$ cat src/rtl/assert_macros.svh
`ifndef ASSERT_MACROS_SVH
`define ASSERT_MACROS_SVH

// Property checked on every rising edge, quiet while reset is held.
`define ASSERT_CLK(label, prop, msg) \
  label: assert property (@(posedge clk) disable iff (!rst_n) (prop)) else $error(msg);

// Condition that must never be seen on a rising edge out of reset.
`define ASSERT_NEVER(label, cond, msg) \
  label: assert property (@(posedge clk) disable iff (!rst_n) !(cond)) else $error(msg);

`endif

$ cat src/rtl/dcq_pkg.sv
`timescale 1ns / 1ps

package dcq_pkg;

  // item field widths
  localparam int unsigned CH_FW    = 4;
  localparam int unsigned TAP_FW   = 3;
  localparam int unsigned VAL_FW   = 16;
  localparam int unsigned TIDX_FW  = 16;
  localparam int unsigned STEP_W   = 17;
  localparam int unsigned Q15_SHIFT = 15;

  // register widths
  localparam int unsigned CHREG_W  = 5;
  localparam int unsigned TAPREG_W = 4;
  localparam int unsigned DILREG_W = 7;
  localparam int unsigned FRREG_W  = 16;

  typedef enum logic [1:0] {
    REG_CHANNELS = 2'd0,
    REG_TAPS     = 2'd1,
    REG_DILATION = 2'd2,
    REG_FRAME    = 2'd3
  } cfg_reg_e;

  // one MAC request from the sequencer
  typedef struct packed {
    logic valid;
    logic first;
    logic last;
  } mac_ctrl_t;

endpackage

$ cat src/rtl/dcq_mac.sv
`timescale 1ns / 1ps
`include "assert_macros.svh"

module dcq_mac import dcq_pkg::*; (
  input  logic                     clk,
  input  logic                     rst_n,
  input  mac_ctrl_t                ctl_i,
  input  logic signed [VAL_FW-1:0] w_i,
  input  logic signed [VAL_FW-1:0] x_i,
  output logic                     done_o,
  output logic [VAL_FW-1:0]        res_o
);

  mac_ctrl_t          ctl_d1_r, ctl_d2_r;
  logic signed [31:0] prod_r;
  logic [31:0]        acc_r;
  logic               done_r;
  logic signed [16:0] shifted;

  // ctl_d1 lines up with RAM read data, ctl_d2 with the product
  always_ff @(posedge clk) begin
    if (!rst_n) begin
      ctl_d1_r <= '0;
      ctl_d2_r <= '0;
      done_r   <= 1'b0;
    end else begin
      ctl_d1_r <= ctl_i;
      ctl_d2_r <= ctl_d1_r;
      if (ctl_i.valid && ctl_i.first) begin
        done_r <= 1'b0;
      end else if (ctl_d2_r.valid && ctl_d2_r.last) begin
        done_r <= 1'b1;
      end
    end
  end

  always_ff @(posedge clk) begin
    prod_r <= w_i * x_i;
    if (ctl_d2_r.valid) begin
      acc_r <= ctl_d2_r.first ? 32'(prod_r) : acc_r + 32'(prod_r);
    end
  end

  // floor shift by 15, then saturate to int16
  assign shifted = 17'($signed(acc_r) >>> Q15_SHIFT);

  always_comb begin
    if (!shifted[16] && shifted[15]) begin
      res_o = 16'h7fff;
    end else if (shifted[16] && !shifted[15]) begin
      res_o = 16'h8000;
    end else begin
      res_o = shifted[15:0];
    end
  end

  assign done_o = done_r;

  `ASSERT_CLK(a_done_clr, ctl_i.valid && ctl_i.first |=> !done_r,
              "result flag still set after a new sum began")
  `ASSERT_NEVER(a_first_mid, ctl_d2_r.valid && ctl_d2_r.last && ctl_i.valid && !ctl_i.first
                && !ctl_d1_r.valid, "sum closed while its successor ran headless")

endmodule

$ cat config.mk
export PLATFORM = sky130hd
export DESIGN_NAME = dcq_mac
export DESIGN_NICKNAME = d
export VERILOG_FILES = /design/src/rtl/dcq_pkg.sv /design/src/rtl/dcq_mac.sv
export VERILOG_INCLUDE_DIRS = /design/src /design/src/rtl
export SDC_FILE = /design/constraint.sdc
export NUM_CORES = 1
export LEC_CHECK = 0
export ABC_AREA = 1
export BUFFER_PORTS_ARGS = -buffer_cell sky130_fd_sc_hd__buf_2
export CORE_MARGIN = 5
export CORE_UTILIZATION = 65
export CTS_CLUSTER_SIZE = 28
export DETAILED_ROUTE_END_ITERATION = 6
export PLACE_DENSITY = 0.8
export REMOVE_ABC_BUFFERS = 1
export SYNTH_ARGS = -nofsm -noshare
export SYNTH_HDL_FRONTEND = slang
export SYNTH_SLANG_ARGS = --single-unit
$ cat constraint.sdc
create_clock -name clk -period 7.5 [get_ports clk]
set_input_delay 0.75 -clock clk [delete_from_list [all_inputs] [get_ports clk]]
set_output_delay 0.75 -clock clk [all_outputs]
set_load 0.005 [all_outputs]
==> impl_metrics.toml <==
[routing]
avgRoutedWirePerCell_microns = 16.0
dr.pass1.iters = 6
drc = 0
postRouteAntennaNets = 0
via_per_inst = 5.16
num_vias = 12600
dr.first_iter.drc_count = 1001
wl_mm = 39.1

[min_path]
hp-start = "ctl_d1_r[1]$_SDFF_PN0_"
hold_path_depth = 2
holdPathEnd = "ctl_d2_r[1]$_SDFF_PN0_"
min-delay-path-class = "reg2reg"

[worst_setup_path]
r2r_slack_ns = 5.06
path_class = "in2reg"
r2r-start = "ctl_d2_r[1]$_SDFF_PN0_"
crit_chain = "buf_2 -> nand2_1 -> fa_1 -> inv_1 -> fa_1 -> fa_1 -> fa_1 -> fa_1 -> inv_1 -> fa_1 -> inv_1 -> ha_1 -> nand2_1 -> nor2_1 -> inv_1 -> nor2_1 -> nand4_1 -> nand3_1 -> xor2_1"
critPathMaxFanout = 16
critPathRequiredTime_ns = 7.77
critical_path_arrival_ns = 6.34
reg2regPathDepth = 4
end_kind = "flip-flop"
crit_family = "adder cells"
slowest_stage = "fa_1"
start_kind = "primary input"
cp_common_cell = "fa_1"
cpPeakStageDelay_ns = 0.81
r2r_end = "acc_r[22]$_DFFE_PP_"
cp_num_buf_inv = 5

[global_route]
grt_overflow = 0
grt_pass1_vias = 13300
grt_busiest_layer = "met2"
met1_usage_pct = 40.0
grt_usage_pct = 30.8
grt_max_degree = 40
use_met3_pct = 2.94
grt_pass1_wl_mm = 65.5
gr-usage-met2_pct = 54.3
antenna_found_initial = 0

[floorplan]
core_area_sq_um = 23400
ios = 54
num_rows = 56
die_area_sq_um = 26800
fp.dieW_microns = 164
fp.dieH_microns = 164
start_util_pct = 65.7

[placement]
dp_cells = 2423
gp_routability_congestion = 1.01
port_buffers = 53
dp_hpwl_mm = 33.2

[synth]
synth_top_area_share_pct = 34.2
synthTopCellsByCount = "637 x nand2_1, 583 x inv_1, 263 x fa_1"
synth_enable_flop_cells = 32
synth.area.top_cells = "fa_1 34%, nand2_1 16%, inv_1 14%, ha_1 9.2%, edfxtp_1 6.2%"
syn_avg_cell_area_sq_um = 7.27
yosysMostFrequentCell = "nand2_1"
yosysTopAreaCell = "fa_1"
syn_inst = 2115
syn_area_sq_um = 15400
synth_seq_cells = 71
synthFlopType = "dfxtp_1"
async_reset_ff_share_pct = 0
seq_area_frac_synth_pct = 11.3
yosysUniqueCellTypes = 36
ys_warn_count = 0

[clock_network]
path_clk_slew_ns = 0.06
hold_buffers = 0
post_cts_resized = 0
clock_path_buffers = 2
cts_root_buffer = "clkbuf_16"
clk_latency_ns = 0.34
htreeDepth = 3
tritoncts = "done"
numClockSinks = 71
cts-buffers-inserted = 9
cts_setup_buffers = 0

[run_status]
outcome = "finished, final reports clean"

[finish]
drive_gt1_share_pct = 5.19
diodes = 0
areaGrowthSynthToFinish_pct = 4.66
fin_nets = 2528
instances_no_fill = 2439

[timing]
finalSetupViolCount = 0
drv_slew = 0
hold_ws_ns = 0.420
hold_violations = 0
slew_headroom_pct = 32.5
fin_crit_sh_pct = 81.1
fin_setup_tns_ns = 0
rsz0062_at_grt = "no"
finalCriticalPeriod_ns = 6.08
fin_skew_ns = 0.0102
worst_pin_slew_ns = 1.01
fmax_mhz = 165

[flow_run]
maxCapViolCount = 0
-- area by class of cell --
type,instances,area (sq um)
Clock buffer,11,254
Clock inverter,5,38.8
Fill cell,2091,7310
Inverter,585,2200
Multi-Input combinational cell,1393,11200
Sequential cell,71,1740
Tap cell,319,399
Timing Repair Buffer,55,280
-- cell usage in the layout (no fill, tap or decap), drive strengths merged, types with 3 or more instances in the layout --
cell	netlist	layout
o21bai	9	9
ha	113	113
buf	3	55
nand3	89	89
edfxtp	32	32
nand4	12	12
or2	16	16
fa	263	263
nand2	649	649
clkinv	1	3
inv	584	586
clkbuf	63	11
nor2	78	78
o21ai	41	41
a21oi	56	56
nand3b	7	7
xnor2	14	14
dfxtp	39	39
nor3	14	14
xor2	23	23
-- kinds of logic after synthesis --
logic type / after synthesis / share of synthesized area [%]
flip-flops: 71 / 11.3
buffers and inverters: 651 / 15.9
XOR/XNOR: 37 / 2.11
adder cells (fa/ha/maj): 376 / 43.4
AO/OA/AOI/OAI: 111 / 3.90
AND/OR/NAND/NOR: 869 / 23.3
-- worst max-delay path by stage --
stage,startpoint,endpoint,depth (start not counted)
2_1_floorplan,w_i[15],prod_r[31]$_DFF_P_,20
3_3_place_gp,x_i[4],prod_r[23]$_DFF_P_,19
3_5_place_dp,x_i[4],prod_r[23]$_DFF_P_,19
4_1_cts,x_i[4],prod_r[23]$_DFF_P_,19
5_1_grt,x_i[4],prod_r[27]$_DFF_P_,20
6_report,x_i[4],prod_r[23]$_DFF_P_,19
-- flip-flops by register name, summed over array words and instances (netlist names) --
signal,cells
ctl_d2_r,3
ctl_d1_r,3
prod_r,32
acc_r,32
done_o,1
-- stage by stage --
stage          instance area, sq um  worst slack, ns  util, %
3_5_place_dp                  15800             1.06     67.5
3_3_place_gp                  15800             1.12     67.5
2_1_floorplan                 15100             2.02        -
4_1_cts                       16100             1.41     68.8
5_1_grt                       16100             1.16     68.8
6_report                      16100             1.42     68.8
-- per-layer routing --
layer  routed length (microns)  share of wire, %
met5                         0                 0
met4                      1250               3.2
met3                      2340               6.0
met2                     19500                50
met1                     16100                41
-- tightest hold or removal path: stages (launching register included) --
cell and delay, ns:
dfxtp_1 0.31, nand2_1 0.05, inv_1 0.04
Power is left out: the tool's default activity adds up to more than one toggle a clock period on the data nets, which glitch-free logic cannot reach.
