### src/rtl/assert_macros.svh
`ifndef ASSERT_MACROS_SVH
`define ASSERT_MACROS_SVH

// Property checked on every rising edge, quiet while reset is held.
`define ASSERT_CLK(label, prop, msg) \
  label: assert property (@(posedge clk) disable iff (!rst_n) (prop)) else $error(msg);

// Condition that must never be seen on a rising edge out of reset.
`define ASSERT_NEVER(label, cond, msg) \
  label: assert property (@(posedge clk) disable iff (!rst_n) !(cond)) else $error(msg);

`endif

### src/rtl/dcq_pkg.sv
`timescale 1ns / 1ps

package dcq_pkg;

  // item field widths
  localparam int unsigned CH_FW    = 4;
  localparam int unsigned TAP_FW   = 3;
  localparam int unsigned VAL_FW   = 16;
  localparam int unsigned TIDX_FW  = 16;
  localparam int unsigned STEP_W   = 17;
  localparam int unsigned Q15_SHIFT = 15;

  // register widths
  localparam int unsigned CHREG_W  = 5;
  localparam int unsigned TAPREG_W = 4;
  localparam int unsigned DILREG_W = 7;
  localparam int unsigned FRREG_W  = 16;

  typedef enum logic [1:0] {
    REG_CHANNELS = 2'd0,
    REG_TAPS     = 2'd1,
    REG_DILATION = 2'd2,
    REG_FRAME    = 2'd3
  } cfg_reg_e;

  // one MAC request from the sequencer
  typedef struct packed {
    logic valid;
    logic first;
    logic last;
  } mac_ctrl_t;

endpackage

### src/rtl/dcq_seq.sv
`timescale 1ns / 1ps
`include "assert_macros.svh"

module dcq_seq import dcq_pkg::*; #(
  parameter int unsigned MAX_CHANNELS  = 16,
  parameter int unsigned MAX_TAPS      = 8,
  parameter int unsigned HISTORY_DEPTH = 512,
  localparam int unsigned CI_W = (MAX_CHANNELS > 1) ? $clog2(MAX_CHANNELS) : 1,
  localparam int unsigned CN_W = $clog2(MAX_CHANNELS + 1),
  localparam int unsigned TI_W = (MAX_TAPS > 1) ? $clog2(MAX_TAPS) : 1,
  localparam int unsigned TN_W = $clog2(MAX_TAPS + 1),
  localparam int unsigned HP_W = $clog2(HISTORY_DEPTH),
  localparam int unsigned WDEPTH = MAX_CHANNELS * MAX_CHANNELS * MAX_TAPS,
  localparam int unsigned HDEPTH = HISTORY_DEPTH * MAX_CHANNELS,
  localparam int unsigned WA_W = (WDEPTH > 1) ? $clog2(WDEPTH) : 1,
  localparam int unsigned HA_W = $clog2(HDEPTH)
) (
  input  logic               clk,
  input  logic               rst_n,
  // request side
  input  logic               in_valid_i,
  output logic               in_ready_o,
  input  logic               func_i,
  input  logic [CH_FW-1:0]   oc_i,
  input  logic [CH_FW-1:0]   ic_i,
  input  logic [TAP_FW-1:0]  tap_i,
  // settings
  input  logic               hold_i,
  input  logic               cfg_wr_i,
  input  logic [CN_W-1:0]    nch_i,
  input  logic [TN_W-1:0]    ntap_i,
  input  logic [HP_W-1:0]    dmod_i,
  input  logic [STEP_W-1:0]  warm_i,
  input  logic [STEP_W-1:0]  lim_i,
  // stores
  output logic               w_we_o,
  output logic [WA_W-1:0]    w_waddr_o,
  output logic [WA_W-1:0]    w_raddr_o,
  output logic               h_we_o,
  output logic [HA_W-1:0]    h_waddr_o,
  output logic [HA_W-1:0]    h_raddr_o,
  // MAC
  output mac_ctrl_t          ctl_o,
  input  logic               mac_done_i,
  // result side
  input  logic               out_valid_i,
  input  logic               out_ready_i,
  output logic               out_load_o,
  output logic [CH_FW-1:0]   res_ch_o,
  output logic [TIDX_FW-1:0] res_tidx_o,
  output logic               res_last_o
);

  typedef enum logic [2:0] {
    S_IDLE = 3'b001,
    S_MAC  = 3'b010,
    S_WAIT = 3'b100
  } state_t;

  state_t               state_r, state_nxt;
  logic [STEP_W-1:0]    step_r, step_inc;
  logic [HP_W-1:0]      hp_r;
  logic [CI_W-1:0]      co_r, ci_r;
  logic [TI_W-1:0]      k_r;
  logic [HP_W-1:0]      slot_r, slot_dec;
  logic [TIDX_FW-1:0]   tidx_r;
  logic                 acc_in, smp_ok, ch_last, start_mac, adv_step;
  logic                 k_end, ci_end, co_end;
  logic [TI_W-1:0]      k_top;

  assign k_top  = TI_W'(ntap_i - TN_W'(1));
  assign k_end  = (k_r == '0);
  assign ci_end = (32'(ci_r) == 32'(nch_i) - 32'd1);
  assign co_end = (32'(co_r) == 32'(nch_i) - 32'd1);

  assign in_ready_o = (state_r == S_IDLE) && !hold_i;
  assign acc_in     = in_valid_i && in_ready_o;
  assign smp_ok     = acc_in && func_i && (32'(ic_i) < 32'(nch_i));
  assign ch_last    = smp_ok && (32'(ic_i) == 32'(nch_i) - 32'd1);
  assign start_mac  = ch_last && (step_r >= warm_i);
  assign out_load_o = (state_r == S_WAIT) && mac_done_i && (!out_valid_i || out_ready_i);
  assign adv_step   = (ch_last && !start_mac) || (out_load_o && co_end);

  assign w_we_o    = acc_in && !func_i && (32'(oc_i) < MAX_CHANNELS)
                     && (32'(ic_i) < MAX_CHANNELS) && (32'(tap_i) < MAX_TAPS);
  assign w_waddr_o = WA_W'(32'(oc_i) * (MAX_CHANNELS * MAX_TAPS) + 32'(ic_i) * MAX_TAPS
                     + 32'(tap_i));
  assign h_we_o    = smp_ok;
  assign h_waddr_o = HA_W'(32'(hp_r) * MAX_CHANNELS + 32'(ic_i));

  assign w_raddr_o = WA_W'(32'(co_r) * (MAX_CHANNELS * MAX_TAPS) + 32'(ci_r) * MAX_TAPS
                     + 32'(k_r));
  assign h_raddr_o = HA_W'(32'(slot_r) * MAX_CHANNELS + 32'(ci_r));

  assign ctl_o.valid = (state_r == S_MAC);
  assign ctl_o.first = (ci_r == '0) && (k_r == k_top);
  assign ctl_o.last  = ci_end && k_end;

  // one tap further back: subtract dilation modulo the ring
  assign slot_dec = (slot_r >= dmod_i) ? slot_r - dmod_i
                    : HP_W'(32'(slot_r) + HISTORY_DEPTH - 32'(dmod_i));

  assign step_inc   = step_r + STEP_W'(1);
  assign res_ch_o   = CH_FW'(co_r);
  assign res_tidx_o = tidx_r;
  assign res_last_o = co_end;

  always_comb begin
    state_nxt = state_r;
    unique case (state_r)
      S_IDLE: if (start_mac) state_nxt = S_MAC;
      S_MAC:  if (k_end && ci_end) state_nxt = S_WAIT;
      S_WAIT: if (out_load_o) state_nxt = co_end ? S_IDLE : S_MAC;
      default: state_nxt = S_IDLE;
    endcase
  end

  always_ff @(posedge clk) begin
    if (!rst_n) begin
      state_r <= S_IDLE;
      step_r  <= '0;
      hp_r    <= '0;
    end else begin
      state_r <= state_nxt;
      if (cfg_wr_i) begin
        step_r <= '0;
      end else if (adv_step) begin
        step_r <= (step_inc >= lim_i) ? '0 : step_inc;
      end
      if (adv_step) begin
        hp_r <= (32'(hp_r) == HISTORY_DEPTH - 1) ? '0 : hp_r + HP_W'(1);
      end
    end
  end

  // loop counters, set up before every use
  always_ff @(posedge clk) begin
    if (start_mac) begin
      tidx_r <= TIDX_FW'(step_r - warm_i);
      co_r   <= '0;
      ci_r   <= '0;
      k_r    <= k_top;
      slot_r <= hp_r;
    end else if (state_r == S_MAC) begin
      if (k_end) begin
        k_r    <= k_top;
        slot_r <= hp_r;
        ci_r   <= ci_r + CI_W'(1);
      end else begin
        k_r    <= k_r - TI_W'(1);
        slot_r <= slot_dec;
      end
    end else if (out_load_o && !co_end) begin
      co_r   <= co_r + CI_W'(1);
      ci_r   <= '0;
      k_r    <= k_top;
      slot_r <= hp_r;
    end
  end

  `ASSERT_NEVER(a_wr_in_mac, ctl_o.valid && (w_we_o || h_we_o),
                "store written while a sum is being read")
  `ASSERT_CLK(a_k_range, state_r == S_MAC |-> 32'(k_r) < 32'(ntap_i),
              "tap counter beyond kernel length")
  `ASSERT_CLK(a_step_range, step_r < lim_i || $past(cfg_wr_i),
              "step counter past the end of the frame")

endmodule
### config.mk
export PLATFORM = sky130hd
export DESIGN_NAME = dcq_seq
export DESIGN_NICKNAME = d
export VERILOG_FILES = /design/src/rtl/dcq_pkg.sv /design/src/rtl/dcq_seq.sv
export VERILOG_INCLUDE_DIRS = /design/src /design/src/rtl
export SDC_FILE = /design/constraint.sdc
export NUM_CORES = 1
export LEC_CHECK = 0
export BUFFER_PORTS_ARGS = -buffer_cell sky130_fd_sc_hd__buf_2
export CORE_UTILIZATION = 52
export DETAILED_ROUTE_END_ITERATION = 12
export GPL_ROUTABILITY_DRIVEN = 1
export PLACE_DENSITY_LB_ADDON = 0.12
export SYNTH_ARGS = -nofsm -noshare
export SYNTH_HDL_FRONTEND = slang
export SYNTH_SLANG_ARGS = --single-unit
### constraint.sdc
create_clock -name clk -period 4.1 [get_ports clk]
set_input_delay 0.82 -clock clk [delete_from_list [all_inputs] [get_ports clk]]
set_output_delay 0.82 -clock clk [all_outputs]
set_load 0.01 [all_outputs]
==> impl_metrics.tcl <==
set metrics [dict create \
    post_drt_wl_per_cell_um 14.3 \
    pre_cts_ws_ns 0.406 \
    utilization_pct 62.4 \
    switchingPower_mw 0.376 \
    critPathMaxFanout 12 \
    arrival_ns 3.36 \
    swShare_pct 27.8 \
    start_util_pct 54.6 \
    ys_ff_latch 65 \
    ys_types 66 \
    place_congestion 0.861 \
    insertion_delay_ns 0.35 \
    fin_crit_ns 3.35 \
    peakVddDrop_mv 0.164 \
    slew_violations 0 \
    final_nets 882 \
    grt.total_usage_pct 23.5 \
    via_count 4877 \
    drt_iter0_markers 166 \
    status "complete, no violations" \
    async_reset_ff_share_pct 0 \
    die_width_um 104 \
    die_h_um 104 \
    hpwl_um 9890 \
    cts_tree "built" \
    cts_resized 0 \
    vias_per_cell 5.49 \
    syn2layout_area_growth_pct 14.4 \
    dieArea_um2 10900 \
    cts_root_buf "clkbuf_8" \
    yosysWarningCount 0 \
    finalWorstSetupSlack_ns 0.746 \
    drive_gt1_share_pct 22.5 \
    h-tree-depth 3 \
    synth_top_flop_cell "dfxtp_1" \
    dp.cells 873 \
    grt_max_degree 30 \
    final-instance-count-excl-fill 889 \
    n_antenna_cell 0 \
    tns_ns 0 \
    drcViolationCount 0 \
    drv_cap 0 \
    p_leak_nw 3.07 \
    finalWirelength_um 12700 \
    clockBufferDepth 2 \
    powerDensity_nw_per_um2 218 \
    num_rows 36 \
    fin_crit_sh_pct 81.8 \
    crit_type "in2reg" \
    synth_edf_count 28 \
    finalHoldViolCount 0 \
    relSlewSlack_pct 35.7 \
    syn_avg_cell_area_um2 8.46 \
    grt_pass1_wl_um 20900 \
    regToRegStartpoint "step_r[10]" \
    rsz0062_at_grt "no" \
    synthCells 642 \
    antenna_found_initial 0 \
    cp-end-kind "register" \
    coreArea_um2 9950 \
    finClkSkew_ns 0.0115 \
    worst_pin_slew_ns 0.962 \
    drtAntennaViolNets 0 \
    worst_setup_path_start_kind "primary input" \
    holdWs_ns 0.503 \
    crit_required_ns 4.11 \
    fmax_ghz 0.298 \
    min_from "step_r[16]" \
    sequentialPowerShare_pct 50.1 \
    io_buffers 132 \
    syn_nets 773 \
    path_clk_slew_ns 0.08 \
    cp-startpoint "warm_i[10]" \
    dr.pass1.iters 5 \
    p_int_mw 0.978 \
    clockPowerShare_pct 36.1 \
    pwr-share-comb_pct 13.8 \
    ys_seq_area_share_pct 29.1 \
    clkSinkCount 65 \
    syn_area_um2 5430 \
    io_pins 148 \
    postCtsSetupRepairBufs 0 \
    cts_buffers 9 \
    cts_hold_buf 0 \
    grt_pass1_vias 4619 \
    setup_viol_count_final 0 \
    hp-class "reg2reg" \
    grt_overflow 0 \
]
[cell type report]
class                   count  area, um2
clock buffers              10        128
clock inverters             6       35.0
fillers                   893       3740
inverters                  79        297
multi-input cells         460       3320
flip-flops and latches     65       1580
well taps                 133        166
repair buffers            136        691
[routing by layer]
| layer | routed length, um | part of all wire [%] | track usage (%) | up-vias |
|---|---|---|---|---|
| li1 | - | - | - | 2458 |
| met1 | 5520 | 43 | 27.6 | 2270 |
| met2 | 6400 | 50 | 42.4 | 129 |
| met3 | 540 | 4.2 | 4.20 | 20 |
| met4 | 246 | 1.9 | 8.47 | 0 |
| met5 | 0 | 0 | 0 | - |
[power by group through the flow]
stage | combinational (mW) | sequential (mW) | clock, mW
floorplan | 0.131 | 0.692 | 0
global placement | 0.181 | 0.693 | 0
detailed placement | 0.187 | 0.693 | 0
CTS | 0.188 | 0.678 | 0.492
global route | 0.209 | 0.678 | 0.516
finish | 0.187 | 0.678 | 0.488
[worst max-delay path: stages]
cell     delay (ns)
buf_2          0.08
inv_1          0.03
ha_1           0.39
a21o_1         0.21
a21oi_1        0.30
nand2_1        0.15
o31ai_4        0.37
a21oi_1        0.15
o211a_1        0.25
or3_1          0.61
[flip-flops by register name, summed over array words and instances, names as in the netlist]
signal and cells:
res_tidx_o 16, state_r 3, k_r 3, slot_r 9, step_r 17, hp_r 9
res_ch_o 4, ci_r 4
[cell families after synthesis]
family          after synthesis  share of synthesized area [%]
simple gates                220                           21.6
compound gates              122                           15.3
buf+inv                     117                           9.85
flops                        65                           29.1
fa+ha+maj                    59                           13.9
xor+xnor                     48                           8.27
mux                          11                           2.03
[synthesized netlist by cell type (3+ instances only)]
cell type / number / area share (%)
o311ai_0: 3 / 0.48
a31oi_1: 3 / 0.35
inv_1: 79 / 5.5
xor2_1: 14 / 2.3
o2111ai_1: 3 / 0.48
nand3b_1: 7 / 0.97
a21o_1: 8 / 1.1
and3_1: 10 / 1.2
xnor2_1: 32 / 5.2
and2_1: 7 / 0.81
clkbuf_1: 12 / 0.83
o31ai_1: 5 / 0.69
o211ai_1: 3 / 0.41
nor3_1: 13 / 1.2
nand2_1: 64 / 4.4
o32ai_1: 5 / 0.81
mux2i_1: 11 / 2.0
nand3_1: 13 / 1.2
a21boi_0: 4 / 0.55
nor2_1: 41 / 2.8
nor3b_1: 4 / 0.55
nand4_1: 19 / 2.2
a211oi_1: 6 / 0.83
dfxtp_1: 37 / 14
a21oi_1: 36 / 3.3
o21ai_0: 22 / 2.0
o21bai_1: 5 / 0.69
o221ai_1: 7 / 1.1
edfxtp_1: 28 / 15
ha_1: 57 / 13
nand2b_1: 7 / 0.81
buf_4: 23 / 3.2
or2_2: 7 / 0.81
nor2b_1: 10 / 1.2
[per-stage QoR]
step,power [mW],area (um2)
floorplan,0.824,5430
global placement,0.874,6050
detailed placement,0.880,6050
CTS,1.36,6210
global route,1.40,6210
finish,1.35,6210
[final timing paths]
kind,end,slack [ns],cells after the start
hold reg to reg,step_r[16],0.50,2
setup reg to reg,k_r[2],0.91,8
hold / removal,step_r[16],0.50,2
setup / recovery,k_r[2],0.75,10
[placed cells by master, fill, tap and decap left out, types with 5 or more instances in the layout]
cell      count
xor2_1       14
nand3b_1      7
nand4_1      19
o32ai_1       5
nor2_1       41
dfxtp_1      37
and3_1       10
o31ai_1       5
o221ai_1      7
a21oi_1      36
nand3_1      13
nand2b_1      7
or2_2         7
a21o_1        8
o21bai_1      5
mux2i_1      11
nor2b_1      10
xnor2_1      32
buf_2       132
nand2_1      64
nor3_1       13
inv_1        79
clkbuf_8      9
a211oi_1      6
and2_1        7
o21ai_0      22
ha_1         57
edfxtp_1     28
No activity file was read; power rests on OpenSTA's default activity.
